===== config.mk =====
export PLATFORM = sky130hd
export DESIGN_NAME = utf8_to_utf16_decoder_unit
export DESIGN_NICKNAME = d
export VERILOG_FILES = /design/src/u8u16_pkg.sv /design/src/u8u16_front.sv /design/src/u8u16_queue.sv /design/src/u8u16_back.sv /design/src/utf8_to_utf16_decoder_unit.sv
export SDC_FILE = /design/constraint.sdc
export NUM_CORES = 1
export LEC_CHECK = 0
export BUFFER_PORTS_ARGS = -buffer_cell sky130_fd_sc_hd__buf_2
export CAP_MARGIN = 30
export CELL_PAD_IN_SITES_DETAIL_PLACEMENT = 0
export CELL_PAD_IN_SITES_GLOBAL_PLACEMENT = 1
export CORE_MARGIN = 2
export CORE_UTILIZATION = 51
export DETAILED_ROUTE_END_ITERATION = 8
export HOLD_SLACK_MARGIN = 0.03
export PLACE_DENSITY_LB_ADDON = 0.3
export SETUP_SLACK_MARGIN = 0.05
export SYNTH_ARGS = -nofsm -noshare
export SYNTH_HDL_FRONTEND = slang
export SYNTH_SLANG_ARGS = --single-unit

===== constraint.sdc =====
create_clock -name clk -period 4.4 [get_ports clk]
set_clock_uncertainty 0.1 [all_clocks]
set_input_delay 0.88 -clock clk [delete_from_list [all_inputs] [get_ports clk]]
set_output_delay 0.88 -clock clk [all_outputs]
set_load 0.03 [all_outputs]

===== src/u8u16_pkg.sv =====
`default_nettype none
package u8u16_pkg;

  localparam int unsigned QueueDepth = 4;

  localparam int unsigned CodeW = 21;
  localparam int unsigned UnitW = 16;

  // Masks for lead and first-trail checks.
  localparam logic [7:0]  Lead2Mask    = 8'h1E;
  localparam logic [7:0]  LowNibble    = 8'h0F;
  localparam logic [7:0]  TrailBit5    = 8'h20;
  localparam logic [15:0] PlaneMask    = 16'h0730;
  localparam logic [15:0] PlaneTopBit  = 16'h0400;
  localparam logic [15:0] PlaneLowMask = 16'h0330;
  localparam logic [CodeW-1:0] SuppBase = 21'h10000;

  localparam logic [5:0] HighSurPrefix = 6'b110110;
  localparam logic [5:0] LowSurPrefix  = 6'b110111;

  typedef enum logic [1:0] {
    ST_OK      = 2'd0,
    ST_INVALID = 2'd1,
    ST_EMPTY   = 2'd2
  } status_t;

  // All results caused by one accepted byte. The second result, when
  // present, is always a valid unit with status OK.
  typedef struct packed {
    logic              two;
    logic [UnitW-1:0]  unit0;
    logic              valid0;
    status_t           status0;
    logic              done0;
    logic [UnitW-1:0]  unit1;
    logic              done1;
  } rec_t;

endpackage
`default_nettype wire


===== src/u8u16_front.sv =====
`default_nettype none
module u8u16_front (
  input  wire logic           clk,
  input  wire logic           rst_n,
  input  wire logic           strict_mode,
  input  wire logic           accept,
  input  wire logic [7:0]     in_byte,
  input  wire logic           end_of_string,
  output logic                push,
  output u8u16_pkg::rec_t     push_rec
);

  logic [1:0]                    trail_left_r, trail_left_nxt;
  logic                          pair_pending_r, pair_pending_nxt;
  logic [u8u16_pkg::CodeW-1:0]   code_accum_r, code_accum_nxt;
  logic                          check_pending_r, check_pending_nxt;
  logic [7:0]                    held_lead_r, held_lead_nxt;
  logic                          any_emitted_r, any_emitted_nxt;
  logic                          failed_r, failed_nxt;

  logic                          fault;
  logic                          bad;
  logic                          has_unit;
  logic [u8u16_pkg::CodeW-1:0]   acc_new;
  logic [u8u16_pkg::CodeW-1:0]   supp;
  logic [15:0]                   pair_word;
  u8u16_pkg::rec_t               rec;

  assign acc_new   = {code_accum_r[u8u16_pkg::CodeW-7:0], in_byte[5:0]};
  assign supp      = acc_new - u8u16_pkg::SuppBase;
  assign pair_word = {held_lead_r, in_byte};

  always_comb begin
    // First-trail test for E0 leads (overlong) and F0-F7 leads (range).
    if ((held_lead_r & 8'hF0) == 8'hE0) begin
      bad = ((held_lead_r & u8u16_pkg::LowNibble) == 8'h00) &&
            ((in_byte & u8u16_pkg::TrailBit5) == 8'h00);
    end else begin
      bad = ((pair_word & u8u16_pkg::PlaneMask) == 16'h0000) ||
            (((pair_word & u8u16_pkg::PlaneTopBit) != 16'h0000) &&
             ((pair_word & u8u16_pkg::PlaneLowMask) != 16'h0000));
    end
    bad = bad && check_pending_r;
  end

  always_comb begin
    trail_left_nxt    = trail_left_r;
    pair_pending_nxt  = pair_pending_r;
    code_accum_nxt    = code_accum_r;
    check_pending_nxt = check_pending_r;
    held_lead_nxt     = held_lead_r;
    any_emitted_nxt   = any_emitted_r;
    failed_nxt        = failed_r;
    fault             = 1'b0;
    has_unit          = 1'b0;
    push              = 1'b0;
    rec               = '0;

    if (failed_r) begin
      if (end_of_string) begin
        push        = accept;
        rec.status0 = u8u16_pkg::ST_INVALID;
        rec.done0   = 1'b1;
      end
    end else begin
      if (in_byte < 8'h80) begin
        has_unit          = 1'b1;
        rec.unit0         = {8'h00, in_byte};
        trail_left_nxt    = 2'd0;
        pair_pending_nxt  = 1'b0;
        check_pending_nxt = 1'b0;
      end else if (in_byte < 8'hC0) begin
        if (trail_left_r == 2'd0) begin
          pair_pending_nxt = 1'b0;
          fault            = strict_mode;
        end else begin
          if (check_pending_r) begin
            check_pending_nxt = 1'b0;
          end
          if (bad) begin
            trail_left_nxt   = 2'd0;
            pair_pending_nxt = 1'b0;
            fault            = strict_mode;
          end else begin
            code_accum_nxt = acc_new;
            trail_left_nxt = trail_left_r - 2'd1;
            if (trail_left_r == 2'd1) begin
              has_unit = 1'b1;
              if (pair_pending_r) begin
                rec.two          = 1'b1;
                rec.unit0        = {u8u16_pkg::HighSurPrefix, supp[19:10]};
                rec.unit1        = {u8u16_pkg::LowSurPrefix, supp[9:0]};
                pair_pending_nxt = 1'b0;
              end else begin
                rec.unit0 = acc_new[15:0];
              end
            end
          end
        end
      end else begin
        if (trail_left_r != 2'd0 && strict_mode) begin
          fault = 1'b1;
        end else begin
          trail_left_nxt    = 2'd0;
          pair_pending_nxt  = 1'b0;
          check_pending_nxt = 1'b0;
          if (in_byte < 8'hE0) begin
            if ((in_byte & u8u16_pkg::Lead2Mask) == 8'h00) begin
              fault = strict_mode;
            end else begin
              trail_left_nxt = 2'd1;
              code_accum_nxt = {16'h0000, in_byte[4:0]};
            end
          end else if (in_byte < 8'hF0) begin
            trail_left_nxt    = 2'd2;
            code_accum_nxt    = {17'h00000, in_byte[3:0]};
            check_pending_nxt = 1'b1;
            held_lead_nxt     = in_byte;
          end else if (in_byte < 8'hF8) begin
            trail_left_nxt    = 2'd3;
            pair_pending_nxt  = 1'b1;
            code_accum_nxt    = {18'h00000, in_byte[2:0]};
            check_pending_nxt = 1'b1;
            held_lead_nxt     = in_byte;
          end else begin
            fault = strict_mode;
          end
        end
      end

      if (fault) begin
        rec         = '0;
        push        = accept;
        rec.status0 = u8u16_pkg::ST_INVALID;
        rec.done0   = end_of_string;
        failed_nxt  = ~end_of_string;
      end else begin
        rec.valid0 = has_unit;
        if (has_unit) begin
          any_emitted_nxt = 1'b1;
        end
        if (end_of_string) begin
          if (!has_unit) begin
            if (strict_mode && trail_left_nxt != 2'd0) begin
              rec.status0 = u8u16_pkg::ST_INVALID;
            end else if (!any_emitted_r) begin
              rec.status0 = u8u16_pkg::ST_EMPTY;
            end else begin
              rec.status0 = u8u16_pkg::ST_OK;
            end
            rec.done0 = 1'b1;
          end else if (rec.two) begin
            rec.done1 = 1'b1;
          end else begin
            rec.done0 = 1'b1;
          end
        end
        push = accept && (has_unit || end_of_string);
      end
    end

    // The closing byte of a string leaves nothing behind.
    if (end_of_string) begin
      trail_left_nxt    = 2'd0;
      pair_pending_nxt  = 1'b0;
      code_accum_nxt    = '0;
      check_pending_nxt = 1'b0;
      held_lead_nxt     = 8'h00;
      any_emitted_nxt   = 1'b0;
      failed_nxt        = 1'b0;
    end
  end

  assign push_rec = rec;

  always_ff @(posedge clk) begin
    if (!rst_n) begin
      trail_left_r    <= 2'd0;
      pair_pending_r  <= 1'b0;
      code_accum_r    <= '0;
      check_pending_r <= 1'b0;
      held_lead_r     <= 8'h00;
      any_emitted_r   <= 1'b0;
      failed_r        <= 1'b0;
    end else if (accept) begin
      trail_left_r    <= trail_left_nxt;
      pair_pending_r  <= pair_pending_nxt;
      code_accum_r    <= code_accum_nxt;
      check_pending_r <= check_pending_nxt;
      held_lead_r     <= held_lead_nxt;
      any_emitted_r   <= any_emitted_nxt;
      failed_r        <= failed_nxt;
    end
  end

endmodule
`default_nettype wire


===== src/u8u16_queue.sv =====
`default_nettype none
module u8u16_queue #(
  parameter int unsigned DEPTH = u8u16_pkg::QueueDepth
) (
  input  wire logic            clk,
  input  wire logic            rst_n,
  input  wire logic            push,
  input  wire u8u16_pkg::rec_t push_rec,
  output logic                 full,
  input  wire logic            pop,
  output u8u16_pkg::rec_t      pop_rec,
  output logic                 empty
);

  localparam int unsigned PtrW = (DEPTH > 1) ? $clog2(DEPTH) : 1;
  localparam int unsigned CntW = $clog2(DEPTH + 1);
  localparam logic [PtrW-1:0] LastPtr = PtrW'(DEPTH - 1);

  u8u16_pkg::rec_t   slot_r [DEPTH];
  logic [PtrW-1:0]   wr_ptr_r, rd_ptr_r;
  logic [CntW-1:0]   count_r;
  logic              do_push, do_pop;

  assign full    = (count_r == CntW'(DEPTH));
  assign empty   = (count_r == '0);
  assign do_push = push && !full;
  assign do_pop  = pop && !empty;
  assign pop_rec = slot_r[rd_ptr_r];

  always_ff @(posedge clk) begin
    if (do_push) begin
      slot_r[wr_ptr_r] <= push_rec;
    end
  end

  always_ff @(posedge clk) begin
    if (!rst_n) begin
      wr_ptr_r <= '0;
      rd_ptr_r <= '0;
      count_r  <= '0;
    end else begin
      if (do_push) begin
        wr_ptr_r <= (wr_ptr_r == LastPtr) ? '0 : wr_ptr_r + 1'b1;
      end
      if (do_pop) begin
        rd_ptr_r <= (rd_ptr_r == LastPtr) ? '0 : rd_ptr_r + 1'b1;
      end
      if (do_push && !do_pop) begin
        count_r <= count_r + 1'b1;
      end else if (do_pop && !do_push) begin
        count_r <= count_r - 1'b1;
      end
    end
  end

endmodule
`default_nettype wire


===== src/u8u16_back.sv =====
`default_nettype none
module u8u16_back (
  input  wire logic            clk,
  input  wire logic            rst_n,
  input  wire logic            q_empty,
  input  wire u8u16_pkg::rec_t q_rec,
  output logic                 q_pop,
  output logic                 out_valid,
  input  wire logic            out_ready,
  output logic [15:0]          code_unit,
  output logic                 unit_valid,
  output u8u16_pkg::status_t   status,
  output logic                 string_done,
  output logic                 last_of_run
);

  logic                 valid_r;
  logic [15:0]          unit_r;
  logic                 uvalid_r;
  u8u16_pkg::status_t   status_r;
  logic                 done_r;
  logic                 last_r;
  logic                 second_r;
  logic [15:0]          sec_unit_r;
  logic                 sec_done_r;
  logic                 load;

  // The output register takes a new result whenever it is empty or drained.
  assign load  = !valid_r || out_ready;
  assign q_pop = load && !second_r && !q_empty;

  always_ff @(posedge clk) begin
    if (!rst_n) begin
      valid_r  <= 1'b0;
      second_r <= 1'b0;
    end else if (load) begin
      if (second_r) begin
        valid_r  <= 1'b1;
        second_r <= 1'b0;
      end else begin
        valid_r  <= !q_empty;
        second_r <= !q_empty && q_rec.two;
      end
    end
  end

  always_ff @(posedge clk) begin
    if (load) begin
      if (second_r) begin
        unit_r   <= sec_unit_r;
        uvalid_r <= 1'b1;
        status_r <= u8u16_pkg::ST_OK;
        done_r   <= sec_done_r;
        last_r   <= 1'b1;
      end else begin
        unit_r     <= q_rec.unit0;
        uvalid_r   <= q_rec.valid0;
        status_r   <= q_rec.status0;
        done_r     <= q_rec.done0;
        last_r     <= !q_rec.two;
        sec_unit_r <= q_rec.unit1;
        sec_done_r <= q_rec.done1;
      end
    end
  end

  assign out_valid   = valid_r;
  assign code_unit   = unit_r;
  assign unit_valid  = uvalid_r;
  assign status      = status_r;
  assign string_done = done_r;
  assign last_of_run = last_r;

endmodule
`default_nettype wire


===== src/utf8_to_utf16_decoder_unit.sv =====
`default_nettype none
// Channel | Direction | Signals                      | Contents
// in      | sink      | in_tvalid/tready/tdata/tlast | in_byte; tlast = end_of_string
// out     | source    | out_tvalid/tready/tdata/tuser/tlast | code unit, flags, string_done
// cfg     | sink      | cfg_valid/cfg_ready/cfg_data | strict_mode
//
// One byte is accepted per cycle while in_tready is high; it is decoded in the same cycle it is taken.
// Each result is a separate output transfer, so a byte ending a four-byte sequence
// yields two results, a surrogate pair; the record queue absorbs that burst.
// Reset (rst_n low, synchronous) clears the decode state, the queue and strict_mode.
// A stalled output fills the queue, after which in_tready drops.
module utf8_to_utf16_decoder_unit #(
  parameter int unsigned QUEUE_DEPTH = u8u16_pkg::QueueDepth
) (
  input  wire logic        clk,
  input  wire logic        rst_n,
  input  wire logic        in_tvalid,
  output logic             in_tready,
  input  wire logic [7:0]  in_tdata,   // [7:0] in_byte
  input  wire logic        in_tlast,   // end_of_string
  output logic             out_tvalid,
  input  wire logic        out_tready,
  output logic [23:0]      out_tdata,  // [15:0] code_unit, [16] last_of_run, zero above
  output logic [2:0]       out_tuser,  // [0] unit_valid, [2:1] status
  output logic             out_tlast,  // string_done
  input  wire logic        cfg_valid,
  output logic             cfg_ready,
  input  wire logic        cfg_data    // strict_mode
);

  logic                strict_r;
  logic                accept;
  logic                push;
  u8u16_pkg::rec_t     push_rec;
  logic                q_full;
  logic                q_empty;
  logic                q_pop;
  u8u16_pkg::rec_t     q_rec;
  logic [15:0]         code_unit;
  logic                unit_valid;
  u8u16_pkg::status_t  status;
  logic                string_done;
  logic                last_of_run;

  assign cfg_ready = 1'b1;
  assign in_tready = !q_full;
  assign accept    = in_tvalid && in_tready;

  always_ff @(posedge clk) begin
    if (!rst_n) begin
      strict_r <= 1'b0;
    end else if (cfg_valid && cfg_ready) begin
      strict_r <= cfg_data;
    end
  end

  u8u16_front u_front (
    .clk           (clk),
    .rst_n         (rst_n),
    .strict_mode   (strict_r),
    .accept        (accept),
    .in_byte       (in_tdata),
    .end_of_string (in_tlast),
    .push          (push),
    .push_rec      (push_rec)
  );

  u8u16_queue #(
    .DEPTH (QUEUE_DEPTH)
  ) u_queue (
    .clk      (clk),
    .rst_n    (rst_n),
    .push     (push),
    .push_rec (push_rec),
    .full     (q_full),
    .pop      (q_pop),
    .pop_rec  (q_rec),
    .empty    (q_empty)
  );

  u8u16_back u_back (
    .clk         (clk),
    .rst_n       (rst_n),
    .q_empty     (q_empty),
    .q_rec       (q_rec),
    .q_pop       (q_pop),
    .out_valid   (out_tvalid),
    .out_ready   (out_tready),
    .code_unit   (code_unit),
    .unit_valid  (unit_valid),
    .status      (status),
    .string_done (string_done),
    .last_of_run (last_of_run)
  );

  assign out_tdata = {7'd0, last_of_run, code_unit};
  assign out_tuser = {status, unit_valid};
  assign out_tlast = string_done;

endmodule
`default_nettype wire


==> Word level (Yosys, flattened, before mapping) <==
Memories as Yosys holds them, arrays and structs flattened. A register that Yosys moved wholly into a read port is not among the register bits.
Index checks and enable logic that the tools add are counted.
{ "word_totals": {"register_bits": 76, "mem_bits_rw": 152, "input_bits": 15, "output_inout_bits": 31, "wordCells": 217, "memories": 1} }
{ "classes": {"add_sub_neg": 6, "order_cmp": 5, "n_eq_ne": 18, "muxes": 121, "n_bitwise": 2, "reduce_logical": 44} }
{ "mem_list": {"columns": ["memory", "depth", "word_bits", "rd", "rd_clocked_by_memory_dff", "write_ports", "line", "rtl"], "rows": [
  ["u_queue.slot_r", 4, 38, 1, 1, 1, "u8u16_queue.sv:19", "u8u16_pkg::rec_t slot_r [DEPTH];"]
]} }
{ "ops": {"columns": ["cell", "n"], "rows": [
  ["$mux 16", 10],
  ["$mux 14", 11],
  ["$mux 17", 6],
  ["$mux 8", 8],
  ["$mux 1", 61],
  ["$lt 8x8->1 const B", 5],
  ["$mux 2", 19],
  ["$logic_not 8->1", 3],
  ["$sub 20x17->20 const B", 1],
  ["$mux 18", 1],
  ["$logic_not 16->1", 1],
  ["$reduce_bool 16->1", 1],
  ["$logic_and 1x1->1", 14],
  ["$mux 3", 4],
  ["$ne 2x2->1 const B", 6],
  ["$reduce_and 4->1", 3],
  ["$ne 4x3->1 const B", 2],
  ["$reduce_and 8->1", 1],
  ["$reduce_bool 2->1", 4],
  ["$logic_not 1->1", 7],
  ["$reduce_and 7->1", 1],
  ["$ne 3x3->1 const B", 2],
  ["$ne 6x4->1 const B", 1],
  ["$reduce_bool 5->1", 1],
  ["other kinds (17)", 23]
]} }

==> Logic depth before layout (Yosys ltp) <==
{ "logic_depth": {"word_depth": 19, "ltp_mapped": 15, "depth_no_buf": 13} }

==> Cells and area by module <==
A second synthesis with hierarchy kept.
{ "unflattened": {"cells_unflattened": 572, "area_unflattened_um2": 9479.1} }
{ "modules_own_cells": {"columns": ["mod", "instances", "cells_each", "area_per_inst_um2", "seq_area_each_um2"], "rows": [
  ["u8u16_queue", 1, 249, 5978.2, 4744.6],
  ["u8u16_front", 1, 233, 1823.0, 560.5],
  ["u8u16_back", 1, 73, 1549.0, 1181.1],
  ["utf8_to_utf16_decoder_unit", 1, 17, 128.9, 20.0]
]} }

==> Least setup slack after synthesis <==
OpenSTA, ideal clock, no wires.
{ "synth_timing": {"path_type": "input port to flip-flop", "startpoint": "in in_tdata[4]", "endpoint": "reg u_queue.count_r[2]", "setup_ps": 71, "arrival_time_ps": 3669, "t_required_ps": 4229, "path_slack_ps": 560, "stages": 13, "n_path_buf": 2, "path_cell_list": "buf_6 > or4_1 > a32o_1 > a211oi_2 > a211oi_1 > buf_4 > a31oi_4 > ha_1 > inv_1 > fa_1 > xor2_1 > or3_1 > a21oi_1"} }
{ "synth_between": {"elab_chain_len": 18, "elab_cells_between_ends": 37, "classes_between": "order compare (5); mux (19); reduce/logical (13)"} }
{ "synth_lines": {"columns": ["item", "line", "rtl"], "rows": [
  ["from (decl)", "utf8_to_utf16_decoder_unit.sv:19", "input wire logic [7:0] in_tdata,"],
  ["parallel branches: the longest is 12 deep, another holds $lt 8x8->1", null, null],
  ["$mux 1 (*)", "u8u16_front.sv:131", "if (fault) begin"],
  ["$mux 1 (*)", "u8u16_front.sv:59", "if (failed_r) begin"],
  ["$logic_and 1x1->1 (*)", "u8u16_queue.sv:26", "assign do_push = push && !full;"],
  ["net u_queue.do_push", "u8u16_queue.sv:22", "logic do_push, do_pop;"],
  ["$logic_not 1->1", "u8u16_queue.sv:50", "end else if (do_pop && !do_push) begin"],
  ["$logic_and 1x1->1", "u8u16_queue.sv:50", null],
  ["$reduce_bool 2->1 (no line)", null, null],
  ["to (signal assigned)", "u8u16_queue.sv:49", "count_r <= count_r + 1'b1;"],
  ["to (signal assigned)", "u8u16_queue.sv:51", "count_r <= count_r - 1'b1;"],
  ["to (decl)", "u8u16_queue.sv:21", "logic [CntW-1:0] count_r;"]
]} }
Mark *: on every way through the listed nets, which the timed path passes. The select of a mux whose other input is x is not followed.
A chain may end at the register's enable or synchronous reset.

==> Worst setup path after layout <==
Ends and elaborated chain as after synthesis.

==> results.md <==
- HP Class: flop to flop
- R2r setup slk: approximately 0.96 ns
- Final slew viol count: 0
- Worst Path Arrival: around 3.9 ns
- Die height: ~130 um
- Layout Utilization: 58.48%
- WHS: ~0.38 ns
- Fmax achieved: about 280 MHz
- Sequential-to-total area share from yosys stat: about two thirds
- Switching power: 1.510 mW
- R2r endpoint: u_queue.count_r[2]
- P per Cell Area: about 590 mW/mm2
- Layout area overhead: 12.18%
- Worst-Skew Late Latency: 0.49 ns
- Number of global-route vias before repair: roughly 4700
- Sequential power share: roughly 47%
- DRC viols: 0
- Placed Cells: ~760
- Yosys Warn Count: 0
- GRT Total Usage: around 18%
- Effective utilization at floorplan: a little over half
- CP cell instances: buf_2, or4_1, a32o_1, a211oi_2, a211oi_1, a31oi_4, ha_1, inv_1, fa_1, xor2_1, or3_1, a21oi_1
- Total grt overflow: 0
- Fin area: slightly above 0.009 mm2
- FILL cells: roughly 1300
- RSZ-0062 raised after global routing: false
- Cell Area, Placed: ~0.0086 mm2
- Worst reg2reg path startpoint: u_front.held_lead_r[0]
- Final Power: 5.449 mW
- Initial detailed-routing violation count: 344
- Top-count cell post-synth: edfxtp_1
- Post-synth EDFFs: around 160
- Routability Congestion: between 0.8 and 0.9
- Sum Neg Setup Slack: 0 ns
- WL/cell: roughly 19 um
- Post-cts hold buffer count: 0
- Syn Area/Cell: between 15 and 20 um2
- Fin crit period: approximately 3.6 ns
- CP required: between 4 and 5 ns
- Placement Rows: 46
- Crit-path max FO: 10
- Port Buffers: 37
- Largest area contributor in the netlist: edfxtp_1
- Max-Cap Viols: 0
- Status: complete, no violations
- Post-Layout Cell Count: roughly 800
- Die area: about 0.017 mm2
- Layout cell share with drive strength beyond 1: ~22%
- DIE WIDTH: 131.4 um
- GR Layer Usage met1: 23.60%
- Final WL: around 15 mm
- CTS tree: built
- Post-cts gate resize count: 0
- Crit share post-route: between 80% and 90%
- IO Count: 46
- Clk pwr share: 31.0%
- Cells on Worst Hold Path: 1
- Comb power frac: about 22%
- Worst-margin pin slew: 0.8694 ns
- Mapped Cells: roughly 530
- Core box area: around 0.016 mm2
- Post-synth top area share: approximately three fifths
- Leakage Power: between 3 and 4 nW
- Final setup vio count: 0
- Postcts setup bufs: 0
- Worst setup path class: primary input to flop
- FF+latch count, synth: around 200
- Synth top cells by count: edfxtp_1 (161), nor2_1 (47), dfxtp_1 (40), mux4_2 (32), inv_1 (22)
- Final antenna-violating net count: 0
- Initial antenna violation count: 0
- Slew headroom: roughly two fifths
- Antenna fix cells: 0
- CP peak stage delay: 0.57 ns
- CP endpoint kind: flop
- Maximum number of pins on one net before global-route repair: 34
- Slowest cell on crit path: or4_1
- DP Worst Slack: about 0.34 ns
- Hold endpoint: u_front.held_lead_r[7]
- Total clock sinks: ~200
- H-tree depth: 1
- Met3 usage: approximately 3.2%
- First-pass GRT wire length: roughly 25 mm
- DRT Pass-1 Iters: 4
- Reg2reg path depth: 11
- DP HPWL: about 9.7 mm
- Final hold violations: 0
- Switching part of the total power: around 28%
- CTS Root Buffer Type: clkbuf_16
- Hold path startpoint: u_front.held_lead_r[7]
- Synth cell types: between 50 and 60
- Clock-pin slew on the worst setup and hold paths: 0.06 ns
- Max IR drop VDD: 0.2859 mV
- Clk buf depth: 3
- GR Util met2: approximately 33%
- Largest cells by area after synthesis: edfxtp_1 (58%), dfxtp_1 (9.7%), mux4_2 (8.7%)
- Top Usage Layer GRT: met2
- Synthesized cell area: around 0.0083 mm2
- Startpoint types: primary input
- CTS Buf Count: 21
- FFs w/ async S/R, synth: 0%
- Vias/cell: roughly 5.6
- Via count: between 4000 and 5000
- Final setup margin: between 0.8 and 0.9 ns
- Nets: just under 600
- Predominant post-synthesis flop cell: edfxtp_1
- Cell Int Power: around 4 mW
## per-layer routing
metal / wire length [um] / vias to the layer above
li1: - / 2096
met4: 194 / 0
met3: 704 / 19
met2: 8076 / 89
met1: 6485 / 2279
met5: 0 / -
## worst max-delay path: cells and delay by family
kind	cells	cell delay, ns
AO/OA/AOI/OAI	5	0.99
XOR/XNOR	1	0.18
adder cells (fa/ha/maj)	2	0.69
buffers and inverters	2	0.24
AND/OR/NAND/NOR	2	0.89
## how the worst max path moves through the flow
stage / end / from / slack [ns]
after global placement: u_queue.count_r[2] / in_tdata[4] / 0.42
after floorplan: u_queue.count_r[2] / in_tdata[4] / 0.56
after CTS: u_queue.count_r[2] / in_tdata[4] / 0.83
after detailed placement: u_queue.count_r[2] / in_tdata[4] / 0.34
final: u_queue.count_r[2] / in_tdata[4] / 0.84
after global routing: u_queue.count_r[2] / in_tdata[5] / 0.71
## kinds of logic after synthesis
group / after synthesis / share of synthesized area (%)
buf+inv: 62 / 3.656
other cells: 2 / 0.09068
xor+xnor: 5 / 0.5289
mux: 53 / 11.42
fa+ha+maj: 10 / 1.601
flops: 201 / 68.05
simple gates: 125 / 7.750
compound gates: 76 / 6.905
## power by group through the flow
stage / registers (mW) / logic, mW / clock network (mW)
final: 2.55 / 1.21 / 1.69
after global placement: 2.58 / 1.20 / 0
after CTS: 2.55 / 1.24 / 1.73
after floorplan: 2.75 / 0.755 / 0
after detailed placement: 2.59 / 1.23 / 0
after global routing: 2.59 / 1.31 / 1.81
## sequential cells by signal, indices dropped and copies added (netlist names), 2 cells and up, named ones only
signal and count:
u_back.status 2, u_front.held_lead_r 8, u_queue.wr_ptr_r 2, u_front.trail_left_r 2, u_back.code_unit 16, u_front.code_accum_r 14
u_back.sec_unit_r 11, u_queue.slot_r 128, u_queue.count_r 3, u_queue.rd_ptr_r 2
## area by class of cell
cell class / instances / area (um2) / area share (%)
multi-input cells: 277 / 2366 / 25.47
clock inverters: 7 / 65.06 / 0.7003
inverters: 22 / 82.58 / 0.8889
repair buffers: 48 / 265.3 / 2.855
well taps: 216 / 270.3 / 2.909
clock buffers: 31 / 604.3 / 6.505
flip-flops and latches: 201 / 5637 / 60.67
## cell usage in the layout (no fill, tap or decap), types with 4 or more instances in the layout
cell type / count
edfxtp_1: 161
nor2_1: 47
dfxtp_1: 39
buf_2: 37
mux4_2: 32
inv_1: 22
clkbuf_16: 22
and2_1: 15
a22oi_1: 15
mux2_2: 12
nand2_1: 12
nor2b_1: 12
o21ai_0: 11
buf_4: 10
a21oi_1: 9
mux2i_1: 9
ha_1: 9
conb_1: 8
nor3_1: 7
a211oi_1: 7
nand2b_1: 7
a32o_1: 7
clkbuf_1: 7
nand3_1: 6
or3_1: 4
Note: power is estimated with default switching activity, not from simulation.
